`src/hw/rtl/dspmbx_pkg.sv`:
```
// shared types and constants for the dsp mailbox / dma register page
package dspmbx_pkg;

  // operation carried on the input tuser
  typedef enum logic [2:0] {
    OpDspRead     = 3'd0,
    OpDspWrite    = 3'd1,
    OpCpuWrMboxHi = 3'd2,
    OpCpuWrMboxLo = 3'd3,
    OpCpuRdCmbHi  = 3'd4,
    OpCpuRdDmbHi  = 3'd5,
    OpCpuRdDmbLo  = 3'd6,
    OpReset       = 3'd7
  } op_t;

  // dense register numbers on the dsp side
  localparam logic [5:0] RegDsmah     = 6'd0;
  localparam logic [5:0] RegDsmal     = 6'd1;
  localparam logic [5:0] RegDspa      = 6'd2;
  localparam logic [5:0] RegDscr      = 6'd3;
  localparam logic [5:0] RegDsbl      = 6'd4;
  localparam logic [5:0] RegCmbh      = 6'd5;
  localparam logic [5:0] RegCmbl      = 6'd6;
  localparam logic [5:0] RegDmbh      = 6'd7;
  localparam logic [5:0] RegDmbl      = 6'd8;
  localparam logic [5:0] RegDirq      = 6'd9;
  localparam logic [5:0] RegAccFirst  = 6'd10;
  localparam logic [5:0] RegAccLast   = 6'd20;
  localparam logic [5:0] RegAcdat2    = 6'd21;
  localparam logic [5:0] RegAcdat     = 6'd22;
  localparam logic [5:0] RegCoefFirst = 6'd23;
  localparam logic [5:0] RegCoefLast  = 6'd38;
  localparam logic [5:0] RegSink0     = 6'd39;
  localparam logic [5:0] RegSink1     = 6'd40;

  localparam int unsigned AccCount  = 11;
  localparam int unsigned CoefCount = 16;

  // store masks
  localparam logic [15:0] ValidBit     = 16'h8000;
  localparam logic [15:0] MainHighMask = 16'h03ff;
  localparam logic [15:0] WordMask     = 16'hfffc; // ~3
  localparam logic [15:0] HalfMask     = 16'hfffe; // ~1

  localparam int unsigned InDataW  = 24;
  localparam int unsigned OutDataW = 80;

endpackage

```
`src/hw/rtl/dsp_mailbox_dma_register_port.sv`:
```
// dsp hardware register page: mailboxes, dma registers, irq request, accelerator storage
//
// one beat in on the s_axis side is one register bus access; one beat out on
// the m_axis side is its result. the operation travels on s_axis_tuser, the
// register number and write data on s_axis_tdata.
// every access is decoded and applied to the register page in the cycle it is
// accepted, and its result lands in the output register, valid in the next cycle;
// one access is taken per cycle while the receiver does not stall.
// the output register is the only buffering; when the receiver stalls,
// s_axis_tready drops until the waiting result is taken, and taking the result
// frees room for a new beat in the same cycle.
// dma_start and cpu_interrupt are single-beat pulses; the dma fields read zero
// on every beat that is not a block-size write.
// rst (synchronous, active high) clears every register of the page and empties
// the output register; the reset operation clears the page too and returns
// an all-zero result beat.
// the dma copy itself and the dsp memories live outside this block.
module dsp_mailbox_dma_register_port (
  input  logic        clk,
  input  logic        rst,
  input  logic        s_axis_tvalid,
  output logic        s_axis_tready,
  // reg_index [5:0], write_value [21:6], zero [23:22]
  input  logic [23:0] s_axis_tdata,
  // op [2:0]
  input  logic [2:0]  s_axis_tuser,
  output logic        m_axis_tvalid,
  input  logic        m_axis_tready,
  // read_data [15:0], access_error [16], dma_start [17], dma_main_address [43:18],
  // dma_local_address [59:44], dma_length [75:60], dma_mode [77:76],
  // cpu_interrupt [78], zero [79]
  output logic [79:0] m_axis_tdata
);

  // register page state
  logic [9:0]  dma_main_high;
  logic [15:0] dma_main_low;
  logic [15:0] dma_local_addr;
  logic [1:0]  dma_control_bits;
  logic [15:0] dma_block_size;
  logic [15:0] cpu_mbox_shadow;
  logic [15:0] cpu_mbox_hi;
  logic [15:0] cpu_mbox_lo;
  logic [15:0] dsp_mbox_shadow;
  logic [15:0] dsp_mbox_hi;
  logic [15:0] dsp_mbox_lo;
  logic [15:0] accel_registers [dspmbx_pkg::AccCount];
  logic [15:0] decoder_coefficients [dspmbx_pkg::CoefCount];

  // unpacked input beat
  dspmbx_pkg::op_t op;
  logic [5:0]      reg_index;
  logic [15:0]     write_value;
  logic            accept;

  assign op          = dspmbx_pkg::op_t'(s_axis_tuser);
  assign reg_index   = s_axis_tdata[5:0];
  assign write_value = s_axis_tdata[21:6];

  // room when the output register is empty or is being drained this cycle
  assign s_axis_tready = !m_axis_tvalid || m_axis_tready;
  assign accept        = s_axis_tvalid && s_axis_tready;

  // register class decode
  logic       is_acc;
  logic       is_coef;
  logic [3:0] acc_idx;
  logic [3:0] coef_idx;

  assign is_acc   = (reg_index >= dspmbx_pkg::RegAccFirst) &&
                    (reg_index <= dspmbx_pkg::RegAccLast);
  assign is_coef  = (reg_index >= dspmbx_pkg::RegCoefFirst) &&
                    (reg_index <= dspmbx_pkg::RegCoefLast);
  assign acc_idx  = 4'(reg_index - dspmbx_pkg::RegAccFirst);
  assign coef_idx = 4'(reg_index - dspmbx_pkg::RegCoefFirst);

  // result of the current beat
  logic [15:0] read_data;
  logic        access_error;
  logic        dma_start;
  logic        cpu_interrupt;
  logic [15:0] dma_length;

  always_comb begin
    read_data     = '0;
    access_error  = 1'b0;
    dma_start     = 1'b0;
    cpu_interrupt = 1'b0;
    dma_length    = write_value & dspmbx_pkg::WordMask;
    unique case (op)
      dspmbx_pkg::OpDspRead: begin
        if (is_acc) begin
          read_data = accel_registers[acc_idx];
        end else begin
          priority case (reg_index)
            dspmbx_pkg::RegDsmah:  read_data = {6'd0, dma_main_high};
            dspmbx_pkg::RegDsmal:  read_data = dma_main_low;
            dspmbx_pkg::RegDspa:   read_data = dma_local_addr;
            dspmbx_pkg::RegDscr:   read_data = {14'd0, dma_control_bits};
            dspmbx_pkg::RegDsbl:   read_data = dma_block_size;
            dspmbx_pkg::RegCmbh:   read_data = cpu_mbox_hi;
            dspmbx_pkg::RegCmbl:   read_data = cpu_mbox_lo;
            dspmbx_pkg::RegDmbh:   read_data = dsp_mbox_hi;
            dspmbx_pkg::RegDmbl:   read_data = dsp_mbox_lo;
            // irq request and data ports read as zero
            dspmbx_pkg::RegDirq,
            dspmbx_pkg::RegAcdat2,
            dspmbx_pkg::RegAcdat:  read_data = '0;
            // coefficients, sinks and unknown numbers are not readable
            default:               access_error = 1'b1;
          endcase
        end
      end
      dspmbx_pkg::OpDspWrite: begin
        if (!is_acc && !is_coef) begin
          priority case (reg_index)
            dspmbx_pkg::RegDsmah,
            dspmbx_pkg::RegDsmal,
            dspmbx_pkg::RegDspa,
            dspmbx_pkg::RegDscr,
            dspmbx_pkg::RegDmbh,
            dspmbx_pkg::RegDmbl,
            dspmbx_pkg::RegAcdat2,
            dspmbx_pkg::RegSink0,
            dspmbx_pkg::RegSink1:  access_error = 1'b0;
            dspmbx_pkg::RegDsbl:   dma_start = 1'b1;
            dspmbx_pkg::RegDirq:   cpu_interrupt = write_value[0];
            // cpu mailbox, decoded data port and unknown numbers
            default:               access_error = 1'b1;
          endcase
        end
      end
      dspmbx_pkg::OpCpuRdCmbHi: read_data = cpu_mbox_hi;
      dspmbx_pkg::OpCpuRdDmbHi: read_data = dsp_mbox_hi;
      dspmbx_pkg::OpCpuRdDmbLo: read_data = dsp_mbox_lo;
      dspmbx_pkg::OpCpuWrMboxHi,
      dspmbx_pkg::OpCpuWrMboxLo,
      dspmbx_pkg::OpReset: read_data = '0;
      default: read_data = '0;
    endcase
  end

  always_ff @(posedge clk) begin
    if (rst) begin
      m_axis_tvalid    <= 1'b0;
      dma_main_high    <= '0;
      dma_main_low     <= '0;
      dma_local_addr   <= '0;
      dma_control_bits <= '0;
      dma_block_size   <= '0;
      cpu_mbox_shadow  <= '0;
      cpu_mbox_hi      <= '0;
      cpu_mbox_lo      <= '0;
      dsp_mbox_shadow  <= '0;
      dsp_mbox_hi      <= '0;
      dsp_mbox_lo      <= '0;
      for (int i = 0; i < dspmbx_pkg::AccCount; i++) begin
        accel_registers[i] <= '0;
      end
      for (int i = 0; i < dspmbx_pkg::CoefCount; i++) begin
        decoder_coefficients[i] <= '0;
      end
    end else begin
      if (accept) begin
        m_axis_tvalid <= 1'b1;
        // result beat; dma fields only on a block-size write
        m_axis_tdata[15:0]  <= read_data;
        m_axis_tdata[16]    <= access_error;
        m_axis_tdata[17]    <= dma_start;
        m_axis_tdata[43:18] <= dma_start ? {dma_main_high, dma_main_low} : 26'd0;
        m_axis_tdata[59:44] <= dma_start ? dma_local_addr : 16'd0;
        m_axis_tdata[75:60] <= dma_start ? dma_length : 16'd0;
        m_axis_tdata[77:76] <= dma_start ? dma_control_bits : 2'd0;
        m_axis_tdata[78]    <= cpu_interrupt;
        m_axis_tdata[79]    <= 1'b0;

        unique case (op)
          dspmbx_pkg::OpDspRead: begin
            // reading a low mailbox word clears the valid bit of its high word
            if (reg_index == dspmbx_pkg::RegCmbl) begin
              cpu_mbox_hi <= cpu_mbox_hi & ~dspmbx_pkg::ValidBit;
            end
            if (reg_index == dspmbx_pkg::RegDmbl) begin
              dsp_mbox_hi <= dsp_mbox_hi & ~dspmbx_pkg::ValidBit;
            end
          end
          dspmbx_pkg::OpDspWrite: begin
            if (is_acc) begin
              accel_registers[acc_idx] <= write_value;
            end else if (is_coef) begin
              decoder_coefficients[coef_idx] <= write_value;
            end else begin
              priority case (reg_index)
                dspmbx_pkg::RegDsmah:
                  dma_main_high <= 10'(write_value & dspmbx_pkg::MainHighMask);
                dspmbx_pkg::RegDsmal:
                  dma_main_low <= write_value & dspmbx_pkg::WordMask;
                dspmbx_pkg::RegDspa:
                  dma_local_addr <= write_value & dspmbx_pkg::HalfMask;
                dspmbx_pkg::RegDscr:
                  dma_control_bits <= write_value[1:0];
                dspmbx_pkg::RegDsbl:
                  dma_block_size <= dma_length;
                dspmbx_pkg::RegDmbh:
                  dsp_mbox_shadow <= write_value;
                dspmbx_pkg::RegDmbl: begin
                  dsp_mbox_lo <= write_value;
                  dsp_mbox_hi <= dsp_mbox_shadow | dspmbx_pkg::ValidBit;
                end
                default: ;
              endcase
            end
          end
          dspmbx_pkg::OpCpuWrMboxHi: cpu_mbox_shadow <= write_value;
          dspmbx_pkg::OpCpuWrMboxLo: begin
            cpu_mbox_lo <= write_value;
            cpu_mbox_hi <= cpu_mbox_shadow | dspmbx_pkg::ValidBit;
          end
          dspmbx_pkg::OpCpuRdDmbLo: dsp_mbox_hi <= dsp_mbox_hi & ~dspmbx_pkg::ValidBit;
          dspmbx_pkg::OpReset: begin
            dma_main_high    <= '0;
            dma_main_low     <= '0;
            dma_local_addr   <= '0;
            dma_control_bits <= '0;
            dma_block_size   <= '0;
            cpu_mbox_shadow  <= '0;
            cpu_mbox_hi      <= '0;
            cpu_mbox_lo      <= '0;
            dsp_mbox_shadow  <= '0;
            dsp_mbox_hi      <= '0;
            dsp_mbox_lo      <= '0;
            for (int i = 0; i < dspmbx_pkg::AccCount; i++) begin
              accel_registers[i] <= '0;
            end
            for (int i = 0; i < dspmbx_pkg::CoefCount; i++) begin
              decoder_coefficients[i] <= '0;
            end
          end
          dspmbx_pkg::OpCpuRdCmbHi,
          dspmbx_pkg::OpCpuRdDmbHi: ;
          default: ;
        endcase
      end else if (m_axis_tready) begin
        m_axis_tvalid <= 1'b0;
      end
    end
  end

endmodule

```
`config.mk`:
```
export PLATFORM = sky130hd
export DESIGN_NAME = dsp_mailbox_dma_register_port
export DESIGN_NICKNAME = d
export VERILOG_FILES = /design/src/hw/rtl/dspmbx_pkg.sv /design/src/hw/rtl/dsp_mailbox_dma_register_port.sv
export SDC_FILE = /design/constraint.sdc
export NUM_CORES = 1
export LEC_CHECK = 0
export BUFFER_PORTS_ARGS = -buffer_cell sky130_fd_sc_hd__buf_2
export CAP_MARGIN = 20
export CORE_MARGIN = 2
export CORE_UTILIZATION = 60
export CTS_BUF_LIST = sky130_fd_sc_hd__clkbuf_8
export CTS_CLUSTER_SIZE = 10
export DETAILED_ROUTE_END_ITERATION = 16
export MAX_ROUTING_LAYER = met4
export PLACE_DENSITY = 0.85
export SYNTH_ARGS = -nofsm -noshare
export SYNTH_HDL_FRONTEND = slang
export SYNTH_SLANG_ARGS = --single-unit
```
`constraint.sdc`:
```
create_clock -name clk -period 5.2 [get_ports clk]
set_clock_uncertainty 0.05 [all_clocks]
set_input_delay 0.26 -clock clk [delete_from_list [all_inputs] [get_ports clk]]
set_output_delay 0.26 -clock clk [all_outputs]
set_load 0.02 [all_outputs]
```
After elaboration in Yosys (flattened, before gate mapping)
Memories as Yosys holds them, arrays and structs flattened.
Index checks and enable logic that the tools add are counted.
{ "op_classes": {"add_sub_neg": 1, "n_lt_le_gt_ge": 4, "n_eq_ne": 31, "n_mux": 75, "bitwise_logic": 14, "n_reduce_logical": 34} }
{ "ops": {"columns": ["operator", "n"], "rows": [
  ["$mux W16", 30],
  ["$pmux W16 S2", 5],
  ["$pmux W16 S9", 1],
  ["$pmux W16 S4", 2],
  ["$pmux W15 S2", 2],
  ["$pmux W16 S3", 1],
  ["$mux W15", 3],
  ["$reduce_and A5 Y1", 7],
  ["$mux W10", 3],
  ["$eq A6 B3 Y1 const B", 4],
  ["$mux W1", 21],
  ["$pmux W10 S2", 1],
  ["$reduce_or A16 Y1", 1],
  ["$eq A3 B3 Y1 const B", 4],
  ["$eq A6 B2 Y1 const B", 2],
  ["$eq A6 B4 Y1 const B", 2],
  ["$eq A6 B5 Y1 const B", 2],
  ["$eq A6 B6 Y1 const B", 2],
  ["$ne A2 B1 Y1 const B", 6],
  ["$reduce_or A12 Y1", 1],
  ["$or A1 B1 Y1", 11],
  ["$reduce_or A11 Y1", 1],
  ["$ne A2 B2 Y1 const B", 5],
  ["$reduce_and A3 Y1", 3],
  ["other kinds (24)", 39]
]} }
{ "word_totals": {"ff_bits": 234, "ramBits": 176, "in_bits": 31, "output_inout_bits": 82, "wordCells": 177, "memories": 1} }
{ "mem_list": {"columns": ["memory", "depth", "word_bits", "read_ports", "rd_ports_with_merged_regs", "write_ports", "line", "rtl"], "rows": [
  ["accel_registers", 11, 16, 1, 0, 11, "dsp_mailbox_dma_register_port.sv:47", "logic [15:0] accel_registers [dspmbx_pkg::AccCount];"]
]} }

Logic depth before layout (Yosys ltp)
{ "logic_depth": {"ltp_word": 9, "ltp_mapped": 10, "depth_no_buf": 7} }

Least setup slack after synthesis
No wires, ideal clock.
{ "synth_path": {"kind": "register to register", "start": "register m_axis_tvalid", "end": "register m_axis_tdata[0] (enable)", "setup_ns": 0.507, "t_arrival_ns": 4.006, "t_required_ns": 4.643, "slack_ns": 0.638, "path_stages_with_launch": 5, "n_path_buf": 0, "period_less_slack_ns": 4.562, "path_cell_list": "dfxtp_1 > and2b_1 > inv_1 > nand2_1 > nor2_1"} }
{ "synth_via": {"elab_chain_len": 4} }
{ "synth_rtl": {"columns": ["item", "line", "rtl"], "rows": [
  ["start, declared", "dsp_mailbox_dma_register_port.sv:27", "output logic m_axis_tvalid,"],
  ["start signal, assigned", "dsp_mailbox_dma_register_port.sv:145", "m_axis_tvalid <= 1'b0;"],
  ["start signal, assigned", "dsp_mailbox_dma_register_port.sv:165", "m_axis_tvalid <= 1'b1;"],
  ["start signal, assigned", "dsp_mailbox_dma_register_port.sv:244", "m_axis_tvalid <= 1'b0;"],
  ["$logic_not A1 Y1", "dsp_mailbox_dma_register_port.sv:61", "assign s_axis_tready = !m_axis_tvalid || m_axis_tready;"],
  ["$logic_or A1 B1 Y1", "dsp_mailbox_dma_register_port.sv:61", null],
  ["net s_axis_tready", "dsp_mailbox_dma_register_port.sv:22", "output logic s_axis_tready,"],
  ["$logic_and A1 B1 Y1", "dsp_mailbox_dma_register_port.sv:62", "assign accept = s_axis_tvalid && s_axis_tready;"],
  ["$reduce_and A2 Y1 (no line)", null, null],
  ["end signal, assigned", "dsp_mailbox_dma_register_port.sv:167", "m_axis_tdata[15:0] <= read_data;"],
  ["end, declared", "dsp_mailbox_dma_register_port.sv:32", "output logic [79:0] m_axis_tdata"]
]} }
The timed path passes the listed nets, and every way through them passes these cells.
A chain may end at the register's enable or synchronous reset.

==> results.py <==
metrics = {
    "status": {
        "status": "complete, no violations",
    },
    "setup_path": {
        "critPathBufInv": 3,
        "reg2reg_depth": 6,
        "crit_fanout": 46,
        "cp_top_family": "buffers and inverters",
        "slowest_stage": "ha_1",
        "crit_path_max_incr_delay_ns": 1.00,
        "path_cells": "buf_4 -> inv_1 -> ha_1 -> nand2_2 -> o21ai_1 -> buf_4",
        "endpoint_kind": "flip-flop",
        "crit_type": "in2reg",
        "cpMostUsedCell": "buf_4",
        "crit_arrival_ns": 3.54,
        "start_kind": "primary input",
        "worstPathRequired_ns": 5.45,
        "reg2reg_to": "accel_registers[4][2]",
        "reg2reg_from": "m_axis_tvalid",
        "reg2reg_setup_slack_ns": 2.10,
    },
    "yosys": {
        "synth_area_leaders": "edfxtp_1, dfxtp_1, mux4_2",
        "synth_flop_cell": "edfxtp_1",
        "yosysWarnings": 0,
        "seq_area_frac_synth": 0.603,
        "synth_area_mm2": 0.0214,
        "synth_common_cells": "edfxtp_1, and2_1, nand3_1",
        "async_flop_share": 0,
        "syn_avg_cell_area_um2": 12.5,
        "ys_seq_elements": 480,
        "yosys.area.top_type": "edfxtp_1",
        "synth_cell_types": 67,
        "yosysMostFrequentCell": "edfxtp_1",
        "synth_top_area_share": 0.463,
        "netlist_instances": 1708,
        "synth-edff-count": 330,
    },
    "timing": {
        "finalCritPeriodShare": 0.633,
        "hold_violations": 0,
        "drv_slew": 0,
        "clock.fmax_mhz": 304,
        "fin_crit_ns": 3.29,
        "slew_headroom": 0.312,
        "fin_setup_tns_ns": 0,
        "setup_violations": 0,
        "whs_ns": 0.0534,
        "rsz0062_at_grt": "false",
        "tightest_slew_ns": 1.03,
    },
    "placed_design": {
        "dpl.hpwl_mm": 33.0,
        "finalWeightedCongestion": 0.930,
        "placed_cells_incl_taps": 2138,
        "io_buffer_count": 104,
    },
    "die": {
        "design.die.area_mm2": 0.0372,
        "fp.dieW_um": 193,
        "core_mm2": 0.0353,
        "start_util": 0.606,
        "rows": 69,
        "die_height_um": 193,
        "ioPinCount": 113,
    },
    "worst_hold_path": {
        "min_delay_path_depth": 2,
        "min_to": "dsp_mbox_lo[12]",
        "hold_class": "in2reg",
        "min_from": "rst",
    },
    "pwr": {
        "power_leakage_uw": 0.00820,
        "peakVddDrop_mv": 0.230,
        "power_density_mw_per_mm2": 330,
    },
    "clock_tree": {
        "clockBufferDepth": 3,
        "numClockSinks": 480,
        "cts_tree": "yes",
        "clk_pin_slew_worst_paths_ns": 0.06,
        "clock-root-buffer": "clkbuf_8",
        "clk_latency_ns": 0.62,
        "htree_levels": 3,
        "cts-resized-gates": 0,
        "numCtsBuffers": 73,
    },
    "grt": {
        "grt_pass1_wl_mm": 83.1,
        "grt_max_degree": 94,
        "grt_use_total": 0.309,
        "grt_pass1_vias": 14300,
        "grt_overflow": 0,
        "grt_antenna_before_repair": 2,
    },
    "finish": {
        "final_layout_size_suffix_gt1_frac": 0.193,
        "syn_to_final_growth_pct": 9.23,
        "final_cells": 2275,
        "final_nets": 1790,
    },
    "routing": {
        "firstDrtPassIters": 7,
        "ant_nets": 0,
        "drc": 0,
        "routedWlPerCell_um": 24.5,
        "wl_mm": 55.8,
        "via_per_inst": 6.58,
        "drt-initial-drc-count": 2227,
        "vias": 15000,
    },
    "job": {
        "max-cap-violations": 0,
    },
}
## cell usage in the layout (no fill, tap or decap), types with 9 or more instances in the layout
| master | n |
|---|---|
| edfxtp_1 | 330 |
| and2_1 | 235 |
| nand3_1 | 186 |
| a21oi_1 | 151 |
| dfxtp_1 | 150 |
| nand2_1 | 116 |
| buf_2 | 101 |
| clkbuf_8 | 79 |
| mux4_2 | 76 |
| inv_1 | 34 |
| a22o_1 | 34 |
| buf_4 | 32 |
| a22oi_1 | 29 |
| nor2_1 | 27 |
| mux2i_1 | 23 |
| o2bb2ai_1 | 19 |
| or3_1 | 14 |
| nand2b_1 | 12 |
| clkinv_1 | 11 |
| nor2_2 | 9 |
| a32oi_1 | 9 |
## cells by family after synthesis
logic type                 after synthesis  synth area share
buffers and inverters                  176            0.0415
other                                    1          0.000175
and+or+nand+nor                        657             0.170
DFF                                    480             0.603
xor gates and xnor gates                 3           0.00246
AOI/OAI and AO/OA                      286            0.0886
adders and majority gates                3           0.00175
muxes                                  102            0.0923
## through the flow
| step | power (uW) | util | worst slack, ns | cell area, um2 |
|---|---|---|---|---|
| floorplan | 4630 | - | 0.638 | 21400 |
| global placement | 4780 | 0.621 | 1.43 | 21900 |
| detailed placement | 4800 | 0.621 | 1.30 | 21900 |
| CTS | 7690 | 0.660 | 1.93 | 23300 |
| global route | 7890 | 0.662 | 1.74 | 23400 |
| finish | 7700 | 0.662 | 1.91 | 23400 |
## flip-flops by register name, summed over array words and instances (netlist names), 15 cells and up
| name | count |
|---|---|
| dma_local_addr | 15 |
| cpu_mbox_lo | 16 |
| dsp_mbox_hi | 16 |
| m_axis_tdata | 74 |
| cpu_mbox_shadow | 15 |
| dsp_mbox_shadow | 15 |
| cpu_mbox_hi | 16 |
| dsp_mbox_lo | 16 |
| accel_registers | 256 |
## power by group
group / leakage, uW / switching [uW] / internal [uW] / total (uW)
clock: 0.000793 / 1460 / 1510 / 2960
combinational: 0.00299 / 390 / 154 / 544
sequential: 0.00441 / 29.8 / 4170 / 4200
## final cells by class
cell class / instances / area (um2)
repair buffers: 137 / 815
clock buffers: 79 / 1090
flip-flops and latches: 480 / 12900
well taps: 461 / 577
clock inverters: 52 / 282
fillers: 2342 / 11900
inverters: 7 / 26.3
multi-input cells: 1057 / 7670
diodes: 2 / 5.00
## timing repair
action / 4_1_cts / 5_1_grt
hold buffers: 1 / 0
buffers inserted: 0 / 0
endpoints found under the hold margin: 1 / 0
## metal layers
layer | vias to the layer above | share of wire | GRT usage
li1 | 6405 | - | -
met1 | 7295 | 0.35 | 0.386
met2 | 1065 | 0.47 | 0.478
met3 | 197 | 0.12 | 0.0604
met4 | 0 | 0.056 | 0.169
met5 | - | 0 | -
## worst max-delay path by stage
stage,start,to,cells after the start
3_5_place_dp,s_axis_tdata[1],accel_registers[3][1],6
4_1_cts,s_axis_tdata[1],accel_registers[3][15],6
5_1_grt,s_axis_tdata[1],accel_registers[3][15],6
6_report,s_axis_tdata[1],accel_registers[3][15],6
3_3_place_gp,s_axis_tdata[1],accel_registers[3][14],6
2_1_floorplan,m_axis_tvalid,m_axis_tdata[0],4
Power figures use the tool's default switching activity.
